--- src/design/gps_pkg.sv ---
// Shared types, constants and status codes for the Goldbach pair search block.
`default_nettype none
package gps_pkg;

    // Datapath width of the search; the input is cut or zero-extended to it.
    localparam int WIDTH = 32;
    localparam int DIV_CNT_W = $clog2(WIDTH + 1);

    localparam logic [WIDTH-1:0] MIN_N = WIDTH'(6);
    localparam logic [WIDTH-1:0] FIRST_P = WIDTH'(3);
    localparam logic [WIDTH-1:0] P_STEP = WIDTH'(2);
    localparam logic [WIDTH-1:0] D_STEP_SHORT = WIDTH'(2);
    localparam logic [WIDTH-1:0] D_STEP_LONG = WIDTH'(4);

    typedef enum logic [1:0] {
        ST_PAIR = 2'd0,
        ST_NONE = 2'd1,
        ST_BAD  = 2'd2
    } t_status;

    typedef enum logic [2:0] {
        S_IDLE,
        S_START_A,
        S_WAIT_A,
        S_START_B,
        S_WAIT_B,
        S_NEXT,
        S_CHECK,
        S_DONE
    } t_state;

    typedef enum logic [1:0] {
        PT_IDLE,
        PT_LAUNCH,
        PT_WAIT
    } t_pt_state;

    typedef struct packed {
        logic             start;
        logic [WIDTH-1:0] value;
    } t_prime_req;

    typedef struct packed {
        logic done;
        logic is_prime;
    } t_prime_rsp;

    typedef struct packed {
        logic             start;
        logic [WIDTH-1:0] dividend;
        logic [WIDTH-1:0] divisor;
    } t_div_req;

    typedef struct packed {
        logic             done;
        logic [WIDTH-1:0] quo;
        logic [WIDTH-1:0] rem;
    } t_div_rsp;

endpackage
`default_nettype wire

--- src/design/gps_div.sv ---
// Bit-serial restoring divider: one quotient bit per cycle.
`default_nettype none
module gps_div (
    input  wire logic              i_clk,
    input  wire logic              i_rst_n,
    input  wire gps_pkg::t_div_req i_req,
    output gps_pkg::t_div_rsp      o_rsp
);

    logic                             r_busy, n_busy;
    logic                             r_done, n_done;
    logic [gps_pkg::DIV_CNT_W-1:0]    r_cnt, n_cnt;
    logic [gps_pkg::WIDTH-1:0]        r_dvd, n_dvd;
    logic [gps_pkg::WIDTH-1:0]        r_rem, n_rem;
    logic [gps_pkg::WIDTH-1:0]        r_dsr, n_dsr;
    logic [gps_pkg::WIDTH:0]          w_trial;
    logic [gps_pkg::WIDTH:0]          w_diff;
    logic                             w_ge;

    // Shift the next dividend bit into the partial remainder, subtract if it fits.
    assign w_trial = {r_rem, r_dvd[gps_pkg::WIDTH-1]};
    assign w_diff  = w_trial - {1'b0, r_dsr};
    assign w_ge    = ~w_diff[gps_pkg::WIDTH];

    always_comb begin
        n_busy = r_busy;
        n_done = 1'b0;
        n_cnt  = r_cnt;
        n_dvd  = r_dvd;
        n_rem  = r_rem;
        n_dsr  = r_dsr;
        if (r_busy) begin
            n_rem = w_ge ? w_diff[gps_pkg::WIDTH-1:0] : w_trial[gps_pkg::WIDTH-1:0];
            n_dvd = {r_dvd[gps_pkg::WIDTH-2:0], w_ge};
            n_cnt = r_cnt - gps_pkg::DIV_CNT_W'(1);
            if (r_cnt == gps_pkg::DIV_CNT_W'(1)) begin
                n_busy = 1'b0;
                n_done = 1'b1;
            end
        end else if (i_req.start) begin
            n_busy = 1'b1;
            n_cnt  = gps_pkg::DIV_CNT_W'(gps_pkg::WIDTH);
            n_dvd  = i_req.dividend;
            n_rem  = '0;
            n_dsr  = i_req.divisor;
        end
    end

    always_ff @(posedge i_clk) begin
        if (!i_rst_n) begin
            r_busy <= 1'b0;
            r_done <= 1'b0;
            r_cnt  <= '0;
        end else begin
            r_busy <= n_busy;
            r_done <= n_done;
            r_cnt  <= n_cnt;
        end
        r_dvd <= n_dvd;
        r_rem <= n_rem;
        r_dsr <= n_dsr;
    end

    assign o_rsp.done = r_done;
    assign o_rsp.quo  = r_dvd;
    assign o_rsp.rem  = r_rem;

endmodule
`default_nettype wire

--- src/design/gps_prime.sv ---
// Trial-division primality sequencer for odd values of at least three.
`default_nettype none
module gps_prime (
    input  wire logic                i_clk,
    input  wire logic                i_rst_n,
    input  wire gps_pkg::t_prime_req i_req,
    output gps_pkg::t_prime_rsp      o_rsp
);

    gps_pkg::t_pt_state          r_state, n_state;
    logic [gps_pkg::WIDTH-1:0]   r_val, n_val;
    logic [gps_pkg::WIDTH-1:0]   r_d, n_d;
    logic                        r_first, n_first;
    logic                        r_step4, n_step4;
    logic                        r_done, n_done;
    logic                        r_prime, n_prime;
    gps_pkg::t_div_req           w_dreq;
    gps_pkg::t_div_rsp           w_drsp;

    gps_div u_div (
        .i_clk   (i_clk),
        .i_rst_n (i_rst_n),
        .i_req   (w_dreq),
        .o_rsp   (w_drsp)
    );

    // Divisors run 3, 5, 7, 11, 13, ... while d <= v / d; odd values only, so
    // no even check is needed and three needs no special case.
    always_comb begin
        n_state      = r_state;
        n_val        = r_val;
        n_d          = r_d;
        n_first      = r_first;
        n_step4      = r_step4;
        n_done       = 1'b0;
        n_prime      = r_prime;
        w_dreq.start    = 1'b0;
        w_dreq.dividend = r_val;
        w_dreq.divisor  = r_d;
        case (r_state)
            gps_pkg::PT_IDLE: begin
                if (i_req.start) begin
                    n_val   = i_req.value;
                    n_d     = gps_pkg::FIRST_P;
                    n_first = 1'b1;
                    n_step4 = 1'b0;
                    n_state = gps_pkg::PT_LAUNCH;
                end
            end
            gps_pkg::PT_LAUNCH: begin
                w_dreq.start = 1'b1;
                n_state      = gps_pkg::PT_WAIT;
            end
            gps_pkg::PT_WAIT: begin
                if (w_drsp.done) begin
                    if (r_d > w_drsp.quo) begin
                        n_done  = 1'b1;
                        n_prime = 1'b1;
                        n_state = gps_pkg::PT_IDLE;
                    end else if (w_drsp.rem == '0) begin
                        n_done  = 1'b1;
                        n_prime = 1'b0;
                        n_state = gps_pkg::PT_IDLE;
                    end else begin
                        n_d     = r_d + (r_step4 ? gps_pkg::D_STEP_LONG
                                                 : gps_pkg::D_STEP_SHORT);
                        n_first = 1'b0;
                        n_step4 = r_first ? 1'b0 : ~r_step4;
                        n_state = gps_pkg::PT_LAUNCH;
                    end
                end
            end
            default: n_state = gps_pkg::PT_IDLE;
        endcase
    end

    always_ff @(posedge i_clk) begin
        if (!i_rst_n) begin
            r_state <= gps_pkg::PT_IDLE;
            r_done  <= 1'b0;
        end else begin
            r_state <= n_state;
            r_done  <= n_done;
        end
        r_val   <= n_val;
        r_d     <= n_d;
        r_first <= n_first;
        r_step4 <= n_step4;
        r_prime <= n_prime;
    end

    assign o_rsp.done     = r_done;
    assign o_rsp.is_prime = r_prime;

endmodule
`default_nettype wire

--- src/design/goldbach_pair_search.sv ---
// Top level: Goldbach pair search over candidate pairs with serial trial division.
// Flow: a bad input goes straight to the done state and on to the output register;
//   otherwise each pair tests the small and then the large candidate by trial division
//   in the bit-serial divider, and a rejected pair advances before the next test.
// Throughput: one item in flight; the next input transfer is taken once the current
//   result sits in the output register. The serial divider sets the pace.
// Reset: synchronous, active low; clears the sequencers and output valid at once.
`default_nettype none
module goldbach_pair_search (
    input  wire logic        i_clk,
    input  wire logic        i_rst_n,
    input  wire logic        i_in_valid,
    output logic             o_in_ready,
    input  wire logic [31:0] i_even_number,
    output logic             o_out_valid,
    input  wire logic        i_out_ready,
    output logic [1:0]       o_status,
    output logic [30:0]      o_small_prime,
    output logic [31:0]      o_large_prime
);

    gps_pkg::t_state             r_state, n_state;
    logic [gps_pkg::WIDTH-1:0]   r_a, n_a;        // small candidate
    logic [gps_pkg::WIDTH-1:0]   r_b, n_b;        // large candidate, n - a
    gps_pkg::t_status            r_res, n_res;    // result waiting to go out
    logic                        r_out_valid, n_out_valid;
    gps_pkg::t_status            r_o_status, n_o_status;
    logic [30:0]                 r_o_small, n_o_small;
    logic [31:0]                 r_o_large, n_o_large;
    logic [gps_pkg::WIDTH-1:0]   w_n;
    logic                        w_bad;
    logic                        w_out_free;
    gps_pkg::t_prime_req         w_preq;
    gps_pkg::t_prime_rsp         w_prsp;

    gps_prime u_prime (
        .i_clk   (i_clk),
        .i_rst_n (i_rst_n),
        .i_req   (w_preq),
        .o_rsp   (w_prsp)
    );

    // Reduce the input to the datapath width; flag odd or too-small numbers.
    assign w_n        = gps_pkg::WIDTH'(i_even_number);
    assign w_bad      = w_n[0] || (w_n < gps_pkg::MIN_N);
    assign w_out_free = !r_out_valid || i_out_ready;
    assign o_in_ready = (r_state == gps_pkg::S_IDLE);

    always_comb begin
        n_state      = r_state;
        n_a          = r_a;
        n_b          = r_b;
        n_res        = r_res;
        n_out_valid  = r_out_valid;
        n_o_status   = r_o_status;
        n_o_small    = r_o_small;
        n_o_large    = r_o_large;
        w_preq.start = 1'b0;
        w_preq.value = r_a;

        // Drop the held result once the downstream side takes it.
        if (r_out_valid && i_out_ready) begin
            n_out_valid = 1'b0;
        end

        case (r_state)
            gps_pkg::S_IDLE: begin
                if (i_in_valid) begin
                    n_a = gps_pkg::FIRST_P;
                    n_b = w_n - gps_pkg::FIRST_P;
                    if (w_bad) begin
                        n_res   = gps_pkg::ST_BAD;
                        n_state = gps_pkg::S_DONE;
                    end else begin
                        n_state = gps_pkg::S_START_A;
                    end
                end
            end
            gps_pkg::S_START_A: begin
                w_preq.start = 1'b1;
                w_preq.value = r_a;
                n_state      = gps_pkg::S_WAIT_A;
            end
            gps_pkg::S_WAIT_A: begin
                if (w_prsp.done) begin
                    n_state = w_prsp.is_prime ? gps_pkg::S_START_B : gps_pkg::S_NEXT;
                end
            end
            gps_pkg::S_START_B: begin
                w_preq.start = 1'b1;
                w_preq.value = r_b;
                n_state      = gps_pkg::S_WAIT_B;
            end
            gps_pkg::S_WAIT_B: begin
                if (w_prsp.done) begin
                    if (w_prsp.is_prime) begin
                        n_res   = gps_pkg::ST_PAIR;
                        n_state = gps_pkg::S_DONE;
                    end else begin
                        n_state = gps_pkg::S_NEXT;
                    end
                end
            end
            gps_pkg::S_NEXT: begin
                // Advance both candidates; sum stays n.
                n_a     = r_a + gps_pkg::P_STEP;
                n_b     = r_b - gps_pkg::P_STEP;
                n_state = gps_pkg::S_CHECK;
            end
            gps_pkg::S_CHECK: begin
                if (r_a <= r_b) begin
                    n_state = gps_pkg::S_START_A;
                end else begin
                    n_res   = gps_pkg::ST_NONE;
                    n_state = gps_pkg::S_DONE;
                end
            end
            gps_pkg::S_DONE: begin
                // Hold until the output register is free, then load it.
                if (w_out_free) begin
                    n_out_valid = 1'b1;
                    n_o_status  = r_res;
                    if (r_res == gps_pkg::ST_PAIR) begin
                        n_o_small = 31'(r_a);
                        n_o_large = 32'(r_b);
                    end else begin
                        n_o_small = '0;
                        n_o_large = '0;
                    end
                    n_state = gps_pkg::S_IDLE;
                end
            end
            default: n_state = gps_pkg::S_IDLE;
        endcase
    end

    always_ff @(posedge i_clk) begin
        if (!i_rst_n) begin
            r_state     <= gps_pkg::S_IDLE;
            r_out_valid <= 1'b0;
        end else begin
            r_state     <= n_state;
            r_out_valid <= n_out_valid;
        end
        r_a        <= n_a;
        r_b        <= n_b;
        r_res      <= n_res;
        r_o_status <= n_o_status;
        r_o_small  <= n_o_small;
        r_o_large  <= n_o_large;
    end

    assign o_out_valid   = r_out_valid;
    assign o_status      = r_o_status;
    assign o_small_prime = r_o_small;
    assign o_large_prime = r_o_large;

    // A primality answer only arrives while the search waits for one.
    a_prime_done_in_wait: assert property (@(posedge i_clk) disable iff (!i_rst_n)
        w_prsp.done |-> (r_state == gps_pkg::S_WAIT_A || r_state == gps_pkg::S_WAIT_B))
        else $error("primality answer outside a wait state");

    // Anything but a found pair carries zero primes.
    a_zero_when_no_pair: assert property (@(posedge i_clk) disable iff (!i_rst_n)
        (o_out_valid && o_status != gps_pkg::ST_PAIR) |->
            (o_small_prime == '0 && o_large_prime == '0))
        else $error("nonzero primes without a pair");

    // A found pair is ordered small then large, and the small prime is odd.
    a_pair_ordered: assert property (@(posedge i_clk) disable iff (!i_rst_n)
        (o_out_valid && o_status == gps_pkg::ST_PAIR) |->
            (o_large_prime >= 32'(o_small_prime) && o_small_prime[0]))
        else $error("pair out of order");

endmodule
`default_nettype wire
--- config.mk ---
export PLATFORM = sky130hd
export DESIGN_NAME = goldbach_pair_search
export DESIGN_NICKNAME = d
export VERILOG_FILES = /design/src/design/gps_pkg.sv /design/src/design/gps_div.sv /design/src/design/gps_prime.sv /design/src/design/goldbach_pair_search.sv
export SDC_FILE = /design/constraint.sdc
export NUM_CORES = 1
export LEC_CHECK = 0
export BUFFER_PORTS_ARGS = -buffer_cell sky130_fd_sc_hd__buf_2
export CAP_MARGIN = 10
export CELL_PAD_IN_SITES_DETAIL_PLACEMENT = 1
export CELL_PAD_IN_SITES_GLOBAL_PLACEMENT = 2
export CORE_ASPECT_RATIO = 1.25
export CORE_MARGIN = 10
export CORE_UTILIZATION = 41
export DETAILED_ROUTE_END_ITERATION = 10
export GPL_TIMING_DRIVEN = 0
export PLACE_DENSITY_LB_ADDON = 0.1
export SETUP_SLACK_MARGIN = 0.02
export SLEW_MARGIN = 20
export SYNTH_ARGS = -nofsm -noshare
export SYNTH_HDL_FRONTEND = slang
export SYNTH_SLANG_ARGS = --single-unit
--- constraint.sdc ---
create_clock -name i_clk -period 6 [get_ports i_clk]
set_clock_uncertainty 0.05 [all_clocks]
set_input_delay 1.2 -clock i_clk [delete_from_list [all_inputs] [get_ports i_clk]]
set_output_delay 1.2 -clock i_clk [all_outputs]
set_load 0.005 [all_outputs]
==> out/qor.yml, run 1 <==
status: "finished clean"
ant_nets: 0
rows: 84
overflow: 0
critPathMaxFanout: 10
start_util: 0.413
cpMaxStageDelayCell: "a2111oi_4"
place_congestion: 0.815
worstSetupPathDepth: 12
path_cells: "inv_1 -> fa_1 -> nand2b_1 -> a21oi_1 -> a2111oi_4 -> o21ai_2 -> a21bo_2 -> a221oi_4 -> xnor2_4 -> buf_6 -> nand2_2 -> o22ai_1"
crit_path_end_kind: "register"
syn_area_um2: 17300
powerDensity_nw_per_um2: 317
cp_top_family: "compound AO/OA/AOI/OAI gates"
slew_viol_final: 0
syn_nets: 1748
async_flop_share: 0
wl_mm: 46.6
numCtsBuffers: 34
dieHeight_um: 250
antenna_found_initial: 0
setup_viol: 0
path_buf_inv: 2
drc: 0
cp-endpoint: "u_prime.u_div.r_rem[28]"
r2r-start: "u_prime.u_div.r_dvd[31]"
synth.distinct_cells: 67
fin_crit_sh: 0.625
port_buffers: 102
drv_cap: 0
rsz0062_at_grt: "no"
area_delta_synth_final_pct: 14.5
dieArea_um2: 51000
p_leak_nw: 7.69
fin_nets: 1894
cts_max_path_buffers: 3
num-fill-cells: 4583
die_w_um: 204
netlist_instances: 1610
synth-edff-count: 291
routed_via_density: 5.28
worstMarginPinSlew_ns: 0.891
hold_path_class: "register to register"
timing.slew.headroom: 0.401
tritoncts: "built"
whs_ns: 0.409
post_cts_buffers: 0
final_layout_size_suffix_gt1_frac: 0.126
synth.avg_cell_area_um2: 10.8
num_io_pins: 103
dr.pass1.iters: 4
cts_root_buf: "clkbuf_16"
htreeDepth: 2
critPathKind: "register to register"
drt-wirelength-per-cell_um: 19.9
synth_ff_type: "edfxtp_1"
startpoint: "u_prime.u_div.r_dvd[31]"
diodes: 0
ys_ff_latch: 306
grt_pass1_wl_mm: 74.6
grt_pass1_vias: 13500
clock_latency_ns: 0.52
hpwlAfterDp_mm: 36.3
required_ns: 6.30
reg2reg_to: "u_prime.u_div.r_rem[28]"
dp.cells: 2279
placed_area_um2: 18700
start_kind: "register"
grtUsageTotal: 0.184
rr_worst_depth: 12
cts_resized: 0
finalHoldViolations: 0
postLayoutCellArea_um2: 19900
final_cells: 2338
grt_max_degree: 49
ctsHoldBuffers: 0
clk_pin_slew_worst_paths_ns: 0.06
worst_ir_drop_vdd_v: 0.000156
period_needed_ns: 3.75
critPathMaxStageDelay_ns: 0.51
fmax_mhz: 267
clkSinkCount: 306
vias: 12300
synth-seq-area-share: 0.521
r2r_slack_ns: 2.25
cp_data_arrival_time_ns: 4.05
core_um2: 41900
drt-initial-drc-count: 435
fin_tns_setup_ns: 0
ys_warn_count: 0
==> stage by stage <==
stage | total power, mW | utilization | setup WS, ns
floorplan | 3.75 | - | 1.46
global placement | 4.15 | 0.442 | -0.256
detailed placement | 4.22 | 0.447 | 1.96
CTS | 6.38 | 0.473 | 2.18
global route | 6.64 | 0.473 | 2.05
finish | 6.29 | 0.473 | 2.25
==> where the power goes <==
group | total, mW | switching, mW | internal [mW]
clock network | 2.13 | 0.867 | 1.26
logic | 1.33 | 0.813 | 0.522
registers | 2.83 | 0.189 | 2.64
==> worst min path at each step <==
stage | start | cells after the start | endpoint
6_report | r_res[0] | 0 | o_status[0]
3_3_place_gp | r_res[0] | 0 | o_status[0]
3_5_place_dp | r_res[0] | 0 | o_status[0]
4_1_cts | r_res[0] | 0 | o_status[0]
2_1_floorplan | r_res[1] | 0 | o_status[1]
5_1_grt | r_res[0] | 0 | o_status[0]
==> sequential cells by signal, summed over array words and instances (netlist names) <==
name,cells
u_prime.u_div.r_done,1
u_prime.u_div.r_cnt,6
u_prime.r_step4,1
u_prime.u_div.r_dvd,32
u_prime.u_div.r_rem,32
u_prime.u_div.r_busy,1
u_prime.r_prime,1
r_a,31
o_status,2
r_state,3
o_out_valid,1
u_prime.u_div.r_dsr,31
u_prime.r_d,31
r_b,32
u_prime.r_done,1
u_prime.r_first,1
u_prime.r_val,32
o_large_prime,32
r_res,2
u_prime.r_state,2
o_small_prime,31
==> logic make-up (layout without fill, tap and decap cells) <==
logic type,after synthesis,after routing,synth area share
DFF,306,306,0.521
muxes,58,58,0.0357
and+or+nand+nor,574,574,0.168
AOI/OAI and AO/OA,268,268,0.0958
buffers and inverters,173,342,0.0388
xor gates and xnor gates,129,129,0.0662
adders and majority gates,102,102,0.0745
==> synth_stat cells, types with 5 or more instances <==
| master | n | share of area |
|---|---|---|
| o21ai_0 | 79 | 0.023 |
| nor2_1 | 127 | 0.027 |
| ha_1 | 100 | 0.072 |
| nor4_1 | 17 | 0.0061 |
| and2_1 | 43 | 0.016 |
| or3_1 | 15 | 0.0054 |
| mux2i_1 | 27 | 0.016 |
| a21oi_1 | 73 | 0.021 |
| nand4_1 | 29 | 0.010 |
| xor2_1 | 59 | 0.030 |
| o22ai_1 | 6 | 0.0022 |
| edfxtp_1 | 291 | 0.50 |
| nor3_1 | 62 | 0.018 |
| xnor2_1 | 69 | 0.035 |
| and3_1 | 20 | 0.0072 |
| nand3_1 | 48 | 0.014 |
| o21ai_1 | 11 | 0.0032 |
| nand2b_1 | 19 | 0.0069 |
| or2_2 | 5 | 0.0018 |
| dfxtp_1 | 15 | 0.017 |
| inv_1 | 117 | 0.025 |
| a31oi_1 | 12 | 0.0043 |
| or4_1 | 5 | 0.0022 |
| mux2_2 | 31 | 0.020 |
| nor2b_1 | 39 | 0.014 |
| nor4_2 | 6 | 0.0043 |
| a21o_1 | 44 | 0.019 |
| clkbuf_1 | 46 | 0.010 |
| nand2_1 | 121 | 0.026 |
==> area by class of cell <==
| type | instances | area (µm²) | share of cell area |
|---|---|---|---|
| clock inverters | 20 | 214 | 0.0108 |
| plain buffers | 52 | 218 | 0.0110 |
| well taps | 559 | 699 | 0.0352 |
| repair buffers | 110 | 663 | 0.0334 |
| clock buffers | 39 | 911 | 0.0459 |
| flip-flops and latches | 306 | 9040 | 0.455 |
| inverters | 121 | 457 | 0.0230 |
| multi-input cells | 1131 | 7650 | 0.385 |
==> per-layer routing <==
metal  GRT usage  part of all wire
met3      0.0264             0.030
met4      0.0701             0.036
met5           0                 0
met1       0.205              0.40
met2       0.341              0.53
==> cells in the final DEF (no fill, tap or decap), drive strengths merged, types with 4 or more instances in the layout <==
master  Yosys  layout
mux2i      27      27
xnor2      70      70
a21o       44      44
and2       43      43
edfxtp    291     291
xor2       59      59
o21a        4       4
a211oi      4       4
and3       20      20
nor3       62      62
nand4      29      29
clkbuf     46      85
nand2     122     122
nand3b      4       4
nor2      128     128
and4        4       4
ha        100     100
nor2b      39      39
nand2b     19      19
o22ai       6       6
nor4       23      23
or4         5       5
o21ai      91      91
dfxtp      15      15
inv       119     121
a21oi      73      73
bufinv      0       4
buf         6     116
or2         6       6
mux2       31      31
nand3      48      48
a31oi      12      12
clkinv      2      13
or3        16      16
No activity file was read; power rests on OpenSTA's default activity.
==> inputs of run 2 (changes only) <==
==> constraint.sdc (replaced) <==
create_clock -name i_clk -period 3.8 [get_ports i_clk]
set_clock_uncertainty 0.05 [all_clocks]
set_input_delay 0.76 -clock i_clk [delete_from_list [all_inputs] [get_ports i_clk]]
set_output_delay 0.76 -clock i_clk [all_outputs]
set_load 0.005 [all_outputs]
==> out/qor.yml, run 2 (same netlist as run 1, synthesis figures left out) <==
htreeDepth: 1  # -1
final_cell_mix: "edfxtp_1, nor2_1, nand2_1, inv_1, buf_2"
final_common_cell: "edfxtp_1"
overflow: 0  # unchanged
use_met2: 0.354  # +0.0133
fmax_mhz: 280  # +4.8%
slew_viol_final: 0  # unchanged
tritoncts: "built"
wl_mm: 46.4  # -0.48%
num_io_pins: 103  # unchanged
grt_pass1_wl_mm: 74.2  # -0.53%
grt_max_degree: 37  # -24%
final_layout_size_suffix_gt1_frac: 0.121  # -0.00479
drv_cap: 0  # unchanged
critPathMaxFanout: 10  # unchanged
worstMarginPinSlew_ns: 0.851  # -0.0399 ns
ctsHoldBuffers: 0  # unchanged
diodes: 0  # unchanged
ant_nets: 0  # unchanged
seq_area_um2: 9040  # unchanged
crit_path_end_kind: "register"
dieArea_um2: 51000  # unchanged
fin_nets: 1889  # -0.26%
clkSinkCount: 306  # unchanged
status: "finished clean"
drt-initial-drc-count: 427  # -1.8%
grt_pass1_vias: 13400  # -0.62%
rsz0062_at_grt: "no"
dieHeight_um: 250  # unchanged
hold_path_class: "register to register"
dr.pass1.iters: 4  # unchanged
period_needed_ns: 3.58  # -0.173 ns
numCtsBuffers: 31  # -8.8%
gr-usage-met1: 0.202  # -0.00380
rows: 84  # unchanged
worst_ir_drop_vdd_v: 0.000244  # +57%
grt-busiest-layer: "met2"
routed_via_density: 5.27  # -0.19%
num-fill-cells: 4578  # -0.11%
power_mw: 9.69  # +54%
p_leak_nw: 7.62  # -0.88%
clk_pin_slew_worst_paths_ns: 0.06  # about the same
port_buffers: 102  # unchanged
vias: 12300  # -0.36%
grtUsageTotal: 0.182  # -0.00166
cts_max_path_buffers: 3  # unchanged
drc: 0  # unchanged
place_congestion: 0.810  # -0.58%
core_um2: 41900  # unchanged
fin_crit_sh: 0.941  # +0.316
hpwlAfterDp_mm: 36.2  # -0.19%
use_met3: 0.0218  # -0.00467
finalHoldViolations: 0  # unchanged
required_ns: 4.16  # -2.14 ns
drt-wirelength-per-cell_um: 19.9  # -0.31%
multiInputGateArea_um2: 7670  # +0.20%
powerDensity_nw_per_um2: 491  # +55%
area_delta_synth_final_pct: 13.8
postLayoutCellArea_um2: 19700  # -0.59%
timing.slew.headroom: 0.433  # +0.0321
setup_viol: 0  # unchanged
die_w_um: 204  # unchanged
final_util: 0.471  # -0.00281
start_util: 0.413  # unchanged
fin_tns_setup_ns: 0  # unchanged
cts_root_buf: "clkbuf_16"
antenna_found_initial: 0  # unchanged
clock_latency_ns: 0.57  # +0.05 ns
start_kind: "register"
placed_area_um2: 18700  # -0.13%
cp_data_arrival_time_ns: 3.94  # -0.11 ns
critPathKind: "register to register"
==> run 2: cell count changes in the layout (fill, tap and decap cells not counted), moves of 2 or more <==
cell        delta
buf_16         -3
clkbuf_8       -2
clkbuf_1       +2
inv_6          -2
buf_12         +3
clkinv_1       +4
clkinvlp_4     -2
buf_4          -3
clkbuf_16      -4
==> run 2: per-stage QoR <==
| step | setup slack [ns] | instances | hold slack [ns] |
|---|---|---|---|
| after floorplan | 0.617 | 1610 | 0.374 |
| after global placement | -0.356 | 2271 | 0.407 |
| after detailed placement | -0.0203 | 2277 | 0.409 |
| after CTS | 0.0435 | 2334 | 0.415 |
| after global routing | 0.0251 | 2334 | 0.422 |
| final | 0.224 | 2334 | 0.433 |
==> run 2: metal layers <==
layer	routed length, µm	part of all wire
met3	1230	0.026
met5	0	0
met1	18600	0.40
met4	856	0.018
met2	25700	0.55
==> run 2: final timing paths <==
path                      startpoint                      end  slack, ns  depth (start not counted)
max          u_prime.u_div.r_dvd[31]  u_prime.u_div.r_rem[28]       0.22                         12
min           u_prime.u_div.r_cnt[5]   u_prime.u_div.r_cnt[5]       0.43                          1
max reg2reg  u_prime.u_div.r_dvd[31]  u_prime.u_div.r_rem[28]       0.22                         12
min reg2reg   u_prime.u_div.r_cnt[5]   u_prime.u_div.r_cnt[5]       0.43                          1
==> run 2: final cells by class <==
| cell class | count | area share |
|---|---|---|
| clock buffer | 35 | 0.0401 |
| timing repair buffer | 108 | 0.0321 |
| inverter | 121 | 0.0231 |
| tap | 559 | 0.0354 |
| sequential | 306 | 0.458 |
| clock inverter | 22 | 0.0117 |
| multi-input combinational | 1131 | 0.389 |
| buffer | 52 | 0.0110 |
==> run 2: worst max-delay path: stages (launching register included) <==
cell	delay, ns
edfxtp_1	0.48
inv_2	0.18
fa_1	0.25
nand2b_1	0.15
a21oi_1	0.14
a2111oi_4	0.46
o21ai_2	0.14
a21bo_2	0.27
a221oi_4	0.32
xnor2_4	0.27
buf_6	0.24
nand2_2	0.16
o22ai_1	0.28
==> run 2: power by group <==
| group | internal [mW] | total (mW) | switching, mW | leakage [nW] |
|---|---|---|---|---|
| clock | 1.82 | 3.12 | 1.30 | 0.502 |
| sequential | 4.16 | 4.46 | 0.300 | 2.84 |
| combinational | 0.815 | 2.10 | 1.28 | 4.28 |
==> run 2: timing repair <==
action / 4_1_cts / 5_1_grt
gates resized for setup: 1 / 1
pin swaps: 0 / 1
buffers inserted: 0 / 0
endpoints found under the setup margin: 6 / 8
==> inputs of run 3 (changes only) <==
--- a/config.mk
+++ b/config.mk
@@ -19,4 +19,5 @@
 export SLEW_MARGIN = 20
 export SYNTH_ARGS = -nofsm -noshare
 export SYNTH_HDL_FRONTEND = slang
+export SYNTH_HIERARCHICAL = 1
 export SYNTH_SLANG_ARGS = --single-unit
==> out/qor.yml, run 3 <==
status: "finished clean"
cts_root_buf: "clkbuf_16"
ant_nets: 0  # unchanged
tritoncts: "built"
worstMarginPinSlew_ns: 1.08  # +0.225 ns
numCtsBuffers: 34  # +9.7%
routed_via_density: 5.42  # +2.8%
synth.distinct_cells: 83  # +24%
fin_crit_sh: 0.955  # +0.0136
hpwlAfterDp_mm: 39.7  # +9.5%
vias: 13100  # +6.7%
cts_max_path_buffers: 3  # unchanged
num-fill-cells: 4859  # +6.1%
placed_area_um2: 19300  # +3.4%
critPathMaxFanout: 10  # unchanged
clock_latency_ns: 0.53  # -0.04 ns
path_cells: "inv_1 -> ha_1 -> fa_1 -> nand2b_1 -> a21oi_1 -> o2111ai_2 -> and2_1 -> o21ai_1 -> a211oi_2 -> buf_6 -> or2_4 -> o31ai_2"
drt-initial-drc-count: 452  # +5.9%
core_um2: 43200  # +3.0%
synth_ff_type: "edfxtp_1"
place_congestion: 0.857  # +5.8%
async_flop_share: 0  # unchanged
final_layout_size_suffix_gt1_frac: 0.143  # +0.0221
fmax_mhz: 276  # -1.4%
required_ns: 4.08  # -0.08 ns
dr.pass1.iters: 6  # +2
diodes: 0  # unchanged
slew_viol_final: 0  # unchanged
dieArea_um2: 52500  # +3.0%
ys_ff_latch: 307  # +0.33%
netlist_instances: 1688  # +4.8%
wl_mm: 50.4  # +8.7%
dieHeight_um: 254  # +1.5%
powerDensity_nw_per_um2: 677  # +38%
drc: 0  # unchanged
final_cell_mix: "edfxtp_1, nor2_1, nand2_1, inv_1, buf_2"
timing.slew.headroom: 0.276  # -0.157
power_mw: 13.8  # +43%
ys_top_cells_by_count: "edfxtp_1, nor2_1, nand2_1"
critPathMaxStageDelay_ns: 0.44  # -0.04 ns
num_io_pins: 103  # unchanged
die_w_um: 207  # +1.5%
hold_path_class: "register to register"
critPathKind: "register to register"
cpMaxStageDelayCell: "fa_1"
grtUsageTotal: 0.192  # +0.0104
antenna_found_initial: 0  # unchanged
yosys.area.top_type: "edfxtp_1"
drv_cap: 0  # unchanged
grt_pass1_vias: 14200  # +5.9%
grt_max_degree: 49  # +32%
cp_data_arrival_time_ns: 3.91  # -0.03 ns
start_kind: "register"
fin_nets: 1974  # +4.5%
period_needed_ns: 3.63  # +0.0515 ns
start_util: 0.415  # +0.00142
syn_nets: 1827  # +4.5%
worst_ir_drop_vdd_v: 0.000366  # +50%
ctsHoldBuffers: 0  # unchanged
overflow: 0  # unchanged
grt_pass1_wl_mm: 79.4  # +7.0%
syn_area_um2: 17900  # +3.3%
final_common_cell: "edfxtp_1"
finalHoldViolations: 0  # unchanged
rsz0062_at_grt: "no"
synth_top_area_frac: 0.489  # -0.0145
post-synth-top-count-cell: "edfxtp_1"
crit_path_end_kind: "register"
synth-edff-count: 292  # +0.34%
clk_pin_slew_worst_paths_ns: 0.06  # about the same
rows: 85  # +1.2%
drt-wirelength-per-cell_um: 20.8  # +4.8%
port_buffers: 102  # unchanged
setup_viol: 0  # unchanged
synth.avg_cell_area_um2: 10.6  # -1.5%
postLayoutCellArea_um2: 20400  # +3.6%
ys_warn_count: 6  # +6
area_delta_synth_final_pct: 14.1
fin_tns_setup_ns: 0  # unchanged
ys_top_cells_by_area: "edfxtp_1, ha_1, xnor2_1"
htreeDepth: 2  # +1
clkSinkCount: 307  # +0.33%
p_leak_nw: 7.63  # +0.19%
cp_top_family: "compound AO/OA/AOI/OAI gates"
path_buf_inv: 2  # unchanged
synth-seq-area-share: 0.506  # -0.0151
run 3: cell count changes after synthesis, moves of 9 or more:
cell	before	now
a21o_1	44	8
nor3_1	62	73
xor2_1	59	36
nand3_1	48	34
nor2_1	127	139
inv_1	117	127
mux2i_1	27	36
a21oi_1	73	92
nand4_1	29	38
nor2b_1	39	17
xnor2_1	69	79
o21ai_0	79	91
nor4_1	17	28
nand2_1	121	135
run 3: worst paths after layout:
| check | depth (start not counted) | to | slack (ns) | from |
|---|---|---|---|---|
| setup / recovery | 12 | u_prime/u_div/r_rem[30] | 0.17 | u_prime/u_div/r_dvd[31] |
| hold / removal | 1 | u_prime/u_div/r_cnt[5] | 0.44 | u_prime/u_div/r_cnt[5] |
| setup reg to reg | 12 | u_prime/u_div/r_rem[30] | 0.17 | u_prime/u_div/r_dvd[31] |
| hold reg to reg | 1 | u_prime/u_div/r_cnt[5] | 0.44 | u_prime/u_div/r_cnt[5] |
run 3: area by class of cell:
| class | count | area [µm²] | share of cell area |
|---|---|---|---|
| inverters | 129 | 487 | 0.0238 |
| clock inverters | 16 | 169 | 0.00826 |
| well taps | 565 | 707 | 0.0346 |
| repair buffers | 111 | 676 | 0.0331 |
| clock buffers | 42 | 912 | 0.0446 |
| multi-input cells | 1193 | 8100 | 0.396 |
| flip-flops and latches | 307 | 9070 | 0.444 |
| plain buffers | 59 | 323 | 0.0158 |
run 3: per-layer routing:
layer,wire (µm),vias up,global-route usage
li1,-,6431,-
met1,20000,6466,0.209
met2,27300,162,0.363
met3,1210,72,0.0254
met4,1970,0,0.0794
met5,0,-,0
run 3: logic make-up (layout without fill, tap and decap cells):
kind of cell | Yosys count | in the layout | share of synthesized area
and+or+nand+nor | 617 | 617 | 0.182
other | 1 | 1 | 0.000209
muxes | 67 | 67 | 0.0396
adders and majority gates | 103 | 103 | 0.0728
DFF | 307 | 307 | 0.506
AOI/OAI and AO/OA | 290 | 290 | 0.0980
xor gates and xnor gates | 115 | 115 | 0.0562
buffers and inverters | 188 | 357 | 0.0451
run 3: power by group:
part / switching (mW) / internal [mW] / leakage, nW
Combinational: 3.08 / 1.91 / 4.27
Clock: 1.37 / 1.91 / 0.528
Sequential: 0.692 / 4.87 / 2.84
Total: 5.15 / 8.69 / 7.63
run 3: stage by stage:
step           setup slack [ns]  std cells   util  hold slack [ns]
2_1_floorplan             0.328       1688      -            0.374
3_3_place_gp             -0.904       2355  0.443            0.414
3_5_place_dp             0.0137       2363  0.448            0.432
4_1_cts                  0.0807       2421  0.473            0.449
5_1_grt                  0.0106       2422  0.473            0.474
6_report                  0.173       2422  0.473            0.440
run 3: what timing repair did:
item,in CTS,in global routing
setup endpoints to repair,0,21
buffers inserted,0,1
gates resized for setup,0,2
